File: src/sv/rbba_pkg.sv
// Shared item types, action codes and result codes of the RAM bank buffer allocator.
package rbba_pkg;

	// Actions carried by an input item.
	localparam logic [1:0] ACT_CLEAR = 2'd0;
	localparam logic [1:0] ACT_ALLOC = 2'd1;
	localparam logic [1:0] ACT_BANK  = 2'd2;
	localparam logic [1:0] ACT_DESC  = 2'd3;

	// Result codes.
	localparam logic [2:0] RC_OK      = 3'd0;
	localparam logic [2:0] RC_RANGE   = 3'd1;
	localparam logic [2:0] RC_STATUS  = 3'd2;
	localparam logic [2:0] RC_ID      = 3'd3;
	localparam logic [2:0] RC_BANK    = 3'd4;
	localparam logic [2:0] RC_NOBUF   = 3'd5;
	localparam logic [2:0] RC_BADBANK = 3'd6;

	// Owner id of a bank or buffer that nobody holds.
	localparam logic [7:0] FREE_ID = 8'hFF;

	// One input item.
	typedef struct packed {
		logic [1:0] action;
		logic [2:0] buffer_index;
		logic [7:0] new_id;
		logic [7:0] start_bank;
		logic [7:0] bank_cnt;
	} cmd_t;

	// One result item.
	typedef struct packed {
		logic [2:0] result_code;
		logic [7:0] owner_id;
		logic       is_allocated;
		logic [8:0] size_bytes;
		logic [2:0] first_bank;
	} rsp_t;

	// Controls from the sequencer to the bank owner store.
	typedef struct packed {
		logic clear;
		logic wr;
		logic rd;
	} bank_ctl_t;

endpackage

File: src/sv/ram_bank_buffer_allocator_top.sv
// Top level of the RAM bank buffer allocator: command sequencer, buffer descriptors, result register.

// Each item returns one result. A clear, a descriptor read or an allocation refused by its range
// or descriptor checks goes straight to the finish state; a bank read first reads and captures the
// owner of its bank. An allocation that passes its descriptor checks steps through its run bank by
// bank, because every bank of the run goes through the bank owner memory once to be checked
// (read, then compare) and once more to be written. When a bank of the run is found taken, the item
// ends at once with a bank collision code. The block takes one item at a time and holds stall high
// while it works; a finished result waits in its own output register, so the next item may be
// accepted before that result is taken. The owner memory is cleared at once by per-bank valid
// bits, so there is no clearing pass after reset.
module ram_bank_buffer_allocator_top #(
	parameter int NUM_BANKS   = 8,
	parameter int BANK_BYTES  = 32,
	parameter int NUM_BUFFERS = 8
) (
	input  logic           clk,
	input  logic           arst_n,
	input  logic           cmd_valid,
	output logic           cmd_stall,
	input  rbba_pkg::cmd_t cmd,
	output logic           rsp_valid,
	input  logic           rsp_stall,
	output rbba_pkg::rsp_t rsp
);
	import rbba_pkg::*;

	localparam int BW = (NUM_BANKS > 1) ? $clog2(NUM_BANKS) : 1;
	localparam int CW = $clog2(NUM_BANKS + 1);
	localparam int XW = $clog2(NUM_BUFFERS);
	localparam logic [8:0] BANK_BYTES_W = 9'(BANK_BYTES);

	typedef enum logic [6:0] {
		ST_IDLE = 7'b0000001,
		ST_RD   = 7'b0000010,
		ST_CMP  = 7'b0000100,
		ST_MARK = 7'b0001000,
		ST_BRD  = 7'b0010000,
		ST_BCAP = 7'b0100000,
		ST_FIN  = 7'b1000000
	} state_t;

	state_t state_q;
	cmd_t cmd_q;
	rsp_t res_q;
	rsp_t res_init;
	rsp_t rsp_q;
	logic rsp_valid_q;
	logic [BW-1:0] ptr_q;
	logic [CW-1:0] cnt_q;

	logic       buf_alloc_q [NUM_BUFFERS];
	logic [7:0] buf_id_q    [NUM_BUFFERS];
	logic [CW-1:0] buf_cnt_q [NUM_BUFFERS];
	logic [2:0] buf_base_q  [NUM_BUFFERS];

	logic accept;
	logic rsp_free;
	logic [XW-1:0] sel;
	logic [XW-1:0] sel_q;
	logic idx_ok;
	logic bank_ok;
	logic [8:0] span;
	logic [2:0] alloc_code;
	logic [8:0] size_prod;
	logic last;
	bank_ctl_t bank_ctl;
	logic [7:0] bank_rd;

	// Handshake.
	assign cmd_stall = (state_q != ST_IDLE);
	assign accept    = cmd_valid && !cmd_stall;
	assign rsp_free  = !rsp_valid_q || !rsp_stall;
	assign rsp_valid = rsp_valid_q;
	assign rsp       = rsp_q;

	// Descriptor checks of an allocate item, in priority order.
	assign sel     = cmd.buffer_index[XW-1:0];
	assign sel_q   = cmd_q.buffer_index[XW-1:0];
	assign idx_ok  = {1'b0, cmd.buffer_index} < 4'(NUM_BUFFERS);
	assign bank_ok = cmd.start_bank < 8'(NUM_BANKS);
	assign span    = {1'b0, cmd.start_bank} + {1'b0, cmd.bank_cnt};

	always_comb begin
		if (span > 9'(NUM_BANKS) || cmd.bank_cnt == 8'd0) begin
			alloc_code = RC_RANGE;
		end else if (!idx_ok) begin
			alloc_code = RC_NOBUF;
		end else if (buf_alloc_q[sel]) begin
			alloc_code = RC_STATUS;
		end else if (buf_id_q[sel] != FREE_ID) begin
			alloc_code = RC_ID;
		end else begin
			alloc_code = RC_OK;
		end
	end

	// Buffer size of a descriptor read, kept to nine bits.
	assign size_prod = 9'(buf_cnt_q[sel]) * BANK_BYTES_W;
	assign last      = (cnt_q == CW'(1));

	// Result fields known at acceptance; fields an action does not name stay zero.
	always_comb begin
		res_init = '0;
		res_init.result_code = RC_OK;
		case (cmd.action)
			ACT_CLEAR: ;
			ACT_ALLOC: res_init.result_code = alloc_code;
			ACT_BANK: begin
				if (!bank_ok) begin
					res_init.result_code = RC_BADBANK;
					res_init.owner_id    = FREE_ID;
				end
			end
			default: begin
				if (idx_ok) begin
					res_init.owner_id     = buf_id_q[sel];
					res_init.is_allocated = buf_alloc_q[sel];
					res_init.size_bytes   = size_prod;
					res_init.first_bank   = buf_base_q[sel];
				end else begin
					res_init.result_code = RC_NOBUF;
					res_init.owner_id    = FREE_ID;
				end
			end
		endcase
	end

	// Bank owner memory, stepped one bank at a time by the sequencer.
	assign bank_ctl.clear = accept && (cmd.action == ACT_CLEAR);
	assign bank_ctl.wr    = (state_q == ST_MARK);
	assign bank_ctl.rd    = (state_q == ST_RD) || (state_q == ST_BRD);

	rbba_bank_store #(
		.NUM_BANKS(NUM_BANKS),
		.BW(BW)
	) u_bank_store (
		.clk(clk),
		.arst_n(arst_n),
		.ctl(bank_ctl),
		.addr(ptr_q),
		.wdata(cmd_q.new_id),
		.rdata(bank_rd)
	);

	// Sequencer state, result valid and buffer descriptors.
	always_ff @(posedge clk or negedge arst_n) begin
		if (!arst_n) begin
			state_q     <= ST_IDLE;
			rsp_valid_q <= 1'b0;
			for (int i = 0; i < NUM_BUFFERS; i++) begin
				buf_alloc_q[i] <= 1'b0;
				buf_id_q[i]    <= FREE_ID;
				buf_cnt_q[i]   <= '0;
				buf_base_q[i]  <= '0;
			end
		end else begin
			if (state_q == ST_FIN && rsp_free) begin
				rsp_valid_q <= 1'b1;
			end else if (!rsp_stall) begin
				rsp_valid_q <= 1'b0;
			end
			unique case (state_q)
				ST_IDLE: begin
					if (accept) begin
						case (cmd.action)
							ACT_CLEAR: begin
								for (int i = 0; i < NUM_BUFFERS; i++) begin
									buf_alloc_q[i] <= 1'b0;
									buf_id_q[i]    <= FREE_ID;
								end
								state_q <= ST_FIN;
							end
							ACT_ALLOC: state_q <= (alloc_code == RC_OK) ? ST_RD : ST_FIN;
							ACT_BANK:  state_q <= bank_ok ? ST_BRD : ST_FIN;
							default:   state_q <= ST_FIN;
						endcase
					end
				end
				ST_RD: state_q <= ST_CMP;
				ST_CMP: begin
					if (bank_rd != FREE_ID) begin
						state_q <= ST_FIN;
					end else if (last) begin
						state_q <= ST_MARK;
					end else begin
						state_q <= ST_RD;
					end
				end
				ST_MARK: begin
					if (last) begin
						buf_alloc_q[sel_q] <= 1'b1;
						buf_id_q[sel_q]    <= cmd_q.new_id;
						buf_cnt_q[sel_q]   <= cmd_q.bank_cnt[CW-1:0];
						buf_base_q[sel_q]  <= cmd_q.start_bank[2:0];
						state_q <= ST_FIN;
					end
				end
				ST_BRD:  state_q <= ST_BCAP;
				ST_BCAP: state_q <= ST_FIN;
				ST_FIN: begin
					if (rsp_free) begin
						state_q <= ST_IDLE;
					end
				end
				default: state_q <= ST_IDLE;
			endcase
		end
	end

	// Item copy, bank pointer, remaining count and the result being built.
	always_ff @(posedge clk) begin
		unique case (state_q)
			ST_IDLE: begin
				if (accept) begin
					cmd_q <= cmd;
					ptr_q <= cmd.start_bank[BW-1:0];
					cnt_q <= cmd.bank_cnt[CW-1:0];
					res_q <= res_init;
				end
			end
			ST_CMP: begin
				if (bank_rd != FREE_ID) begin
					res_q.result_code <= RC_BANK;
				end else if (last) begin
					ptr_q <= cmd_q.start_bank[BW-1:0];
					cnt_q <= cmd_q.bank_cnt[CW-1:0];
				end else begin
					ptr_q <= ptr_q + 1'b1;
					cnt_q <= cnt_q - 1'b1;
				end
			end
			ST_MARK: begin
				ptr_q <= ptr_q + 1'b1;
				cnt_q <= cnt_q - 1'b1;
			end
			ST_BCAP: res_q.owner_id <= bank_rd;
			ST_FIN: begin
				if (rsp_free) begin
					rsp_q <= res_q;
				end
			end
			default: ;
		endcase
	end

`ifndef NO_ASSERTIONS
	// An accepted item keeps the block busy for at least the next cycle.
	a_busy_after_accept: assert property (@(posedge clk) disable iff (!arst_n)
		accept |=> cmd_stall)
		else $error("block not busy after accepting an item");

	// Banks are only written while some of the run remains.
	a_mark_in_run: assert property (@(posedge clk) disable iff (!arst_n)
		bank_ctl.wr |-> (cnt_q != '0))
		else $error("bank write outside the allocated run");

	// A finished item reaches the output register as soon as it is free.
	a_result_offered: assert property (@(posedge clk) disable iff (!arst_n)
		(state_q == ST_FIN && rsp_free) |=> rsp_valid)
		else $error("finished item not offered");

	// A successful allocation never ends with a bank collision code pending.
	a_no_mark_after_hit: assert property (@(posedge clk) disable iff (!arst_n)
		(state_q == ST_MARK) |-> (res_q.result_code == RC_OK))
		else $error("banks marked for a refused allocation");
`endif

endmodule

File: src/sv/rbba_bank_store.sv
// Bank owner memory with one write and one registered read port and per-bank valid bits.
module rbba_bank_store #(
	parameter int NUM_BANKS = 8,
	parameter int BW = 3
) (
	input  logic               clk,
	input  logic               arst_n,
	input  rbba_pkg::bank_ctl_t ctl,
	input  logic [BW-1:0]      addr,
	input  logic [7:0]         wdata,
	output logic [7:0]         rdata
);
	import rbba_pkg::*;

	logic [7:0] mem [NUM_BANKS];
	logic [NUM_BANKS-1:0] valid_q;
	logic [7:0] rd_data_q;
	logic rd_vld_q;

	// Owner bytes; a bank whose valid bit is clear reads as free.
	always_ff @(posedge clk) begin
		if (ctl.wr) begin
			mem[addr] <= wdata;
		end
	end

	// Registered read of the data and of its valid bit.
	always_ff @(posedge clk) begin
		if (ctl.rd) begin
			rd_data_q <= mem[addr];
			rd_vld_q  <= valid_q[addr];
		end
	end

	// Valid bits are cleared at reset and by a clear item, and set on a write.
	always_ff @(posedge clk or negedge arst_n) begin
		if (!arst_n) begin
			valid_q <= '0;
		end else if (ctl.clear) begin
			valid_q <= '0;
		end else if (ctl.wr) begin
			valid_q[addr] <= 1'b1;
		end
	end

	assign rdata = rd_vld_q ? rd_data_q : FREE_ID;

endmodule
File: config.mk
export PLATFORM = sky130hd
export DESIGN_NAME = ram_bank_buffer_allocator_top
export DESIGN_NICKNAME = d
export VERILOG_FILES = /design/src/sv/rbba_pkg.sv /design/src/sv/ram_bank_buffer_allocator_top.sv /design/src/sv/rbba_bank_store.sv
export SDC_FILE = /design/constraint.sdc
export NUM_CORES = 1
export LEC_CHECK = 0
export ABC_AREA = 1
export BUFFER_PORTS_ARGS = -buffer_cell sky130_fd_sc_hd__buf_2
export CORE_MARGIN = 2
export CORE_UTILIZATION = 56
export DETAILED_ROUTE_END_ITERATION = 10
export GPL_ROUTABILITY_DRIVEN = 0
export PLACE_DENSITY_LB_ADDON = 0.12
export SLEW_MARGIN = 25
export SYNTH_ARGS = -nofsm -noshare
export SYNTH_HDL_FRONTEND = slang
export SYNTH_SLANG_ARGS = --single-unit
File: constraint.sdc
create_clock -name clk -period 3.3 [get_ports clk]
set_clock_uncertainty 0.05 [all_clocks]
set_input_delay 0.495 -clock clk [delete_from_list [all_inputs] [get_ports clk]]
set_output_delay 0.495 -clock clk [all_outputs]
set_load 0.005 [all_outputs]
==> results.md, run 1 <==
* Clock slew at reported path FFs at ~60 ps
* Post-detailed-route via-to-cell ratio at between 5 and 6
* Final setup violation count at 0
* Critical Path Source Type: register
* Initial Utilization at a little under three fifths
* Total CTS buffers at 29
* Worst path required time at 3720 ps
* DIE WIDTH at between 150 and 200 um
* Tmin final at approximately 2600 ps
* Routed wire per std cell at 18.3 um
* Most used cell, CP: nand2_1
* Final non-filler cell area at 14300 um2
* Layout cells sized above 1 at between 10% and 20%
* Global route overflow at 0
* Placed wire-length estimate at between 20000 and 25000 um
* CORE AREA at around 23000 um2
* Setup TNS at 0 ps
* Rows at 55
* CTS Hold Buffers Added at 0
* Cell count of the worst reg-to-reg path at 9
* Drt first pass iters at 5
* Layout Nets at 1435
* Max Cap Viol at 0
* GRT Util Overall at 26.1%
* Final antenna-violating net count at 0
* Largest cells by area after synthesis: edfxtp_1 32%, dfrtp_1 15%, dfstp_2 13%
* Count of different cell masters after synthesis at 48
* Vias in the first global route at between 9k and 10k
* CP endpoint kind: register
* Port bufs at between 50 and 60
* Post-Syn Area per Cell at 9.68 um2
* Unrepaired setup endpoints after global routing: no
* Critical Path Max Stage Delay at roughly 440 ps
* DRC errors left at 0
* Cts repair resizes at 0
* Final-report max-slew violation count at 0
* Synth Register Bits at 280
* LEAKAGE at between 6 and 7 nW
* Routed WL at between 30000 and 40000 um
* Layout area overhead at 10.9%
* DRT iter0 DRCs at around 700
* Antenna violations before repair at 0
* Maximum vdd drop at between 0.0004 and 0.0005 V
* Largest net degree at the start of global routing at approximately 110
* Final worst-path cycle share at just under 80%
* Post-Syn Area at around 13000 um2
* Final Power at 10.2 mW
* Hold/Removal Path Class: input pin to async pin
* Status: complete, no violations
* FF-to-FF Start: state_q[3]$_DFFE_PN0P_
* Worst path cell trace: inv_1 > nand2_1 > nor4_4 > nand2_1 > nor2_4 > inv_2 > nand2_1 > o21ai_0 > o21ai_0
* DR vias at about 9.6k
* Cells after synthesis at roughly 1.3k
* CTS tree: yes
* Root buf cell: clkbuf_16
* Latest clock arrival within the worst-skew pair at 560 ps
* Post-synthesis sequential area ratio at ~60%
* H-tree depth at 1
* Final hold vios at 0
* Warnings from Yosys at 0
* Slowest cell on crit path: nor2_4
* Worst rel slew slack at around 34%
* Post-CTS Setup Bufs at 0
* Critical path peak fanout at 25
* Post-synth top area share at between 30% and 40%
* Slew @ Worst Pin at between 900 and 1000 ps
* IO Count at 59
* First-pass GRT wire length at between 40000 and 50000 um
* Reg2Reg Capture Point: buf_id_q[26]$_DFFE_PN1P_
* # diodes at 0
* Fmax at between 300 and 400 MHz
* Die ar. at between 20000 and 25000 um2
* CP arrival at roughly 3000 ps
* Hold_ws at roughly 17 ps
* Dpl cell area at ~13000 um2
* Overall die height at ~160 um
* Reg2Reg Setup Slack at ~730 ps
* CTS sink cnt at 280
* Clock Tree Buf Depth at 3
* Cell accounting for the most synthesized area: edfxtp_1
* Worst Path Class, Setup: register to register
* Power Density at ~710 nW/um2
-- report_power, final --
group | internal, mW | leakage [nW] | switching [mW]
combinational | 0.678 | 2.81 | 1.43
sequential | 4.64 | 3.03 | 0.287
clock | 1.79 | 0.455 | 1.37
total | 7.10 | 6.30 | 3.09
-- per-layer routing --
layer / vias to the layer above / part of all wire, % / global-route usage [%]
met3: 42 / 6.5 / 3.58
met1: 4634 / 46 / 39.3
li1: 4590 / - / -
met4: 0 / 1.8 / 5.16
met2: 344 / 46 / 41.2
met5: - / 0 / 0
-- cell usage after synthesis, drive strengths merged --
library cell and number:
nand2 229, a32oi 2, fa 1, clkbuf 23
nor4 6, inv 142, or2 2, nor2 178
clkinv 8, nand3 65, a21boi 1, dfstp 65
nand4 4, o32ai 1, ha 15, o21a 9
a211oi 1, a21oi 82, nor3 11, dfrtp 79
buf 34, edfxtp 136, xnor2 3, o21ai 200
o2111ai 8, o22ai 7, a41oi 2, a31oi 9
o221ai 5, conb 1, o211ai 7, a22o 1
-- final cells by class --
cell class / instances / area, um2
fillers: 1863 / 8300
flip-flops and latches: 280 / 7770
inverters: 150 / 598
clock inverters: 16 / 123
multi-input cells: 854 / 4280
well taps: 285 / 357
clock buffers: 37 / 797
repair buffers: 71 / 422
-- cells in the final DEF (no fill, tap or decap), types with 3 or more instances in the layout --
cell type  synthesis  layout
nor4_1             4       4
nor2_4             6       7
clkbuf_16          0      30
clkinv_4           4       4
o22ai_1            7       7
dfstp_2           65      65
nor2_1           170     169
o21ai_2            8       8
clkbuf_1          23       5
ha_1              15      15
a21oi_1           74      73
clkinv_2           0       8
o2111ai_1          8       8
clkbuf_8           0       3
dfrtp_1           79      79
a31oi_1            9       9
o21ai_0          192     192
a21oi_2            8       9
edfxtp_1         136     136
clkinv_1           4       7
xnor2_1            3       3
nand4_1            4       4
inv_2              5       5
conb_1             1       5
buf_2             20      52
nor3_1            11      11
nand3_1           64      64
o221ai_1           5       5
o211ai_1           7       7
o21a_1             9       9
nand2_4            9       9
inv_1            134     134
buf_4              5      17
nand2_1          220     220
-- logic make-up after synthesis --
family                   share of synthesized area [%]
AND/OR/NAND/NOR                                   16.6
adder cells (fa/ha/maj)                           1.61
other                                           0.0290
flip-flops                                        60.0
AO/OA/AOI/OAI                                     14.5
buffers and inverters                             7.08
XOR/XNOR                                         0.203
-- metrics by stage --
step / setup WS, ps / util [%] / cells
6_report: 733 / 63.4 / 1693
2_1_floorplan: 13.2 / - / 1341
3_5_place_dp: 581 / 59.3 / 1640
3_3_place_gp: 626 / 59.3 / 1640
4_1_cts: 729 / 63.3 / 1693
5_1_grt: 555 / 63.4 / 1693
-- how the worst max path moves through the flow --
stage,startpoint,endpoint,slack [ps],cells after the start
global route,state_q[3]$_DFFE_PN0P_,buf_id_q[26]$_DFFE_PN1P_,560,9
floorplan,state_q[0]$_DFFE_PN1P_,res_q[13]$_DFFE_PP_,10,6
detailed placement,cmd[0],state_q[6]$_DFFE_PN0P_,580,19
global placement,cmd[0],state_q[6]$_DFFE_PN0P_,630,19
CTS,state_q[3]$_DFFE_PN0P_,cmd_stall,730,5
finish,state_q[3]$_DFFE_PN0P_,buf_id_q[26]$_DFFE_PN1P_,730,9
-- sequential cells by signal, summed over array words and instances (netlist names), 4 cells and up --
register                cells
buf_base_q                 24
rsp                        19
res_q                      19
buf_id_q                   64
buf_cnt_q                  32
cnt_q                       4
u_bank_store.valid_q        8
u_bank_store.rd_data_q      8
u_bank_store.mem           64
state_q                     7
cmd_q                      15
buf_alloc_q                 8
-- worst max-delay path: cells and delay by family, from the launching register on --
kind,cells,cell delay [ps]
AOI/OAI and AO/OA,2,190
DFF,1,400
buffers and inverters,2,460
and+or+nand+nor,5,1360
Power figures use the tool's default switching activity.
==> inputs of run 2 (changes only) <==
==> constraint.sdc (replaced) <==
create_clock -name clk -period 2.19 [get_ports clk]
set_clock_uncertainty 0.05 [all_clocks]
set_input_delay 0.3285 -clock clk [delete_from_list [all_inputs] [get_ports clk]]
set_output_delay 0.3285 -clock clk [all_outputs]
set_load 0.005 [all_outputs]
==> run 2 against run 1 <==
  * The run now ends with negative setup slack left
  * Global-route usage is 1.0 points higher
  * Sequential share of layout area shrank 3.2 points
  * Largest power group unchanged
  * Register-to-register slack lost 660 ps
  * Cell count rose by 5.9%
==> results.md, run 2 (synthesized netlist as in run 1, its figures left out) <==
* LEAKAGE at approximately 7 nW
* Cell count of the worst reg-to-reg path at 9
* Met3 Track Usage GR at 4.06%
* Critical path peak fanout at 3
* Worst path required time at 1810 ps
* Util after Layout at approximately 67%
* Final setup violation count at 1
* Final antenna-violating net count at 0
* Worst rel slew slack at a little over half
* Drt first pass iters at 5
* DIE WIDTH at 156 um
* Hold Startpoint: cmd[10]
* Max Cap Viol at 0
* FF-to-FF Start: state_q[0]$_DFFE_PN1P_
* CTS sink cnt at between 200 and 300
* Total CTS buffers at 29
* CTS tree: yes
* Slew @ Worst Pin at roughly 710 ps
* Final Power at 15.9 mW
* Status: complete, but fails checks
* IO Count at 59
* Final hold vios at 0
* Critical Path Max Stage Delay at between 500 and 600 ps
* Initial Utilization at 57.1%
* Most used routing layer: met2
* DR vias at approximately 10k
* Worst Setup SP: state_q[0]$_DFFE_PN1P_
* Clock Tree Buf Depth at 3
* Layout area overhead at 17.9%
* Unrepaired setup endpoints after global routing: yes
* Setup ws final at -17.1 ps
* Slowest cell on crit path: dfstp_2
* CP endpoint kind: output pin
* Hold Path Cell Cnt at 2
* Vias in the first global route at 9544
* Routed WL at 32200 um
* Post-detailed-route via-to-cell ratio at ~5.6
* Clock slew at reported path FFs at about 60 ps
* Fmax at 453 MHz
* Maximum vdd drop at around 0.00075 V
* Most common cell after layout, fill and taps aside: nand2_1
* Met2 GRT Util at about 43%
* H-tree depth at 1
* Root buf cell: clkbuf_16
* Die ar. at ~24000 um2
* Hold Path End: cmd_q[10]$_DFFE_PP_
* DRC errors left at 0
* Final worst-path cycle share at 101%
* Top flop regs: buf_id_q (64), u_bank_store.mem (64), buf_cnt_q (32)
* Hold/Removal Path Class: input pin to register
* Reg2Reg Capture Point: buf_id_q[57]$_DFFE_PN1P_
* DRT iter0 DRCs at 763
* Worst Path Class, Setup: register to output pin
* GRT Util Overall at between 20% and 30%
* Overall die height at around 160 um
* Power Density at about 1000 nW/um2
* Tmin final at ~2200 ps
* Most frequent cells in the layout: 219 x nand2_1, 191 x o21ai_0, 166 x nor2_1
* Failing checks: negative setup slack
* Worst path cell trace: inv_4 > nor4_4 > buf_4 > inv_6 > buf_6
* Met1 Resource Use GR at around two fifths
* Antenna violations before repair at 0
* Placed wire-length estimate at about 22000 um
* Reg2Reg Setup Slack at about 70 ps
* Final-report max-slew violation count at 0
* # diodes at 0
* Global route overflow at 0
* Critical Path Source Type: register
* Setup TNS at -17.1 ps
* Rows at 55
* Latest clock arrival within the worst-skew pair at 560 ps
* First-pass GRT wire length at just over 50000 um
* Largest net degree at the start of global routing at between 40 and 50
* Routed wire per std cell at 17.9 um
* Layout cells sized above 1 at 21.9%
* CORE AREA at around 23000 um2
* Layout Nets at 1535
* CP arrival at roughly 1800 ps
* Port bufs at 53
run 2: cell types whose count changed in the layout (fill, tap and decap cells not counted), sizes merged:
cell         before  now
clkinvlp          2    3
bufinv            1    2
dlygate4sd3       0   10
clkinv           19   12
clkbuf           38   42
buf              70  161
run 2: layout make-up:
type / count / area [um2]
inverters: 150 / 611
fillers: 1807 / 7390
clock inverters: 11 / 128
multi-input cells: 854 / 4310
repair buffers: 171 / 1280
well taps: 285 / 357
flip-flops and latches: 280 / 7770
clock buffers: 42 / 805
run 2: critical path, delay by kind of cell (launching register included):
family | cells | cell delay, ps
and+or+nand+nor | 1 | 310
DFF | 1 | 560
buffers and inverters | 4 | 390
run 2: report_power, final:
| group | leakage (nW) | internal, mW | switching, mW |
|---|---|---|---|
| sequential | 3.03 | 6.98 | 0.440 |
| combinational | 3.32 | 1.35 | 2.27 |
| clock | 0.447 | 2.79 | 2.03 |
| total | 6.80 | 11.1 | 4.74 |
run 2: worst max-delay path by stage:
| stage | to | slack (ps) | cells past startpoint |
|---|---|---|---|
| after global routing | cmd_stall | -60 | 5 |
| final | cmd_stall | -20 | 5 |
| after floorplan | res_q[13]$_DFFE_PP_ | -3 | 6 |
| after detailed placement | state_q[6]$_DFFE_PN0P_ | -290 | 19 |
| after global placement | state_q[6]$_DFFE_PN0P_ | -230 | 19 |
| after CTS | cmd_stall | -40 | 6 |
run 2: timing repair:
action / in CTS / in global routing
gates resized for setup: 4 / 12
endpoints found under the hold margin: 48 / 0
hold buffers: 10 / 0
endpoints found under the setup margin: 21 / 63
setup buffers: 7 / 12
pin swaps: 3 / 5
run 2: stage by stage:
stage	instances	hold WS [ps]	worst slack [ps]	area [um2]
global route	1793	31.0	-58.7	15300
floorplan	1341	-17.1	-3.43	13000
CTS	1781	22.6	-41.2	15100
global placement	1711	234	-227	14000
finish	1793	33.3	-17.1	15300
detailed placement	1711	232	-289	14000
run 2: layer usage:
layer / part of all wire [%] / routed length (um) / vias to the layer above
met5: 0 / 0 / -
met4: 2.4 / 779 / 0
met3: 7.1 / 2270 / 60
met2: 46 / 14800 / 355
met1: 45 / 14300 / 4774
li1: - / - / 4798
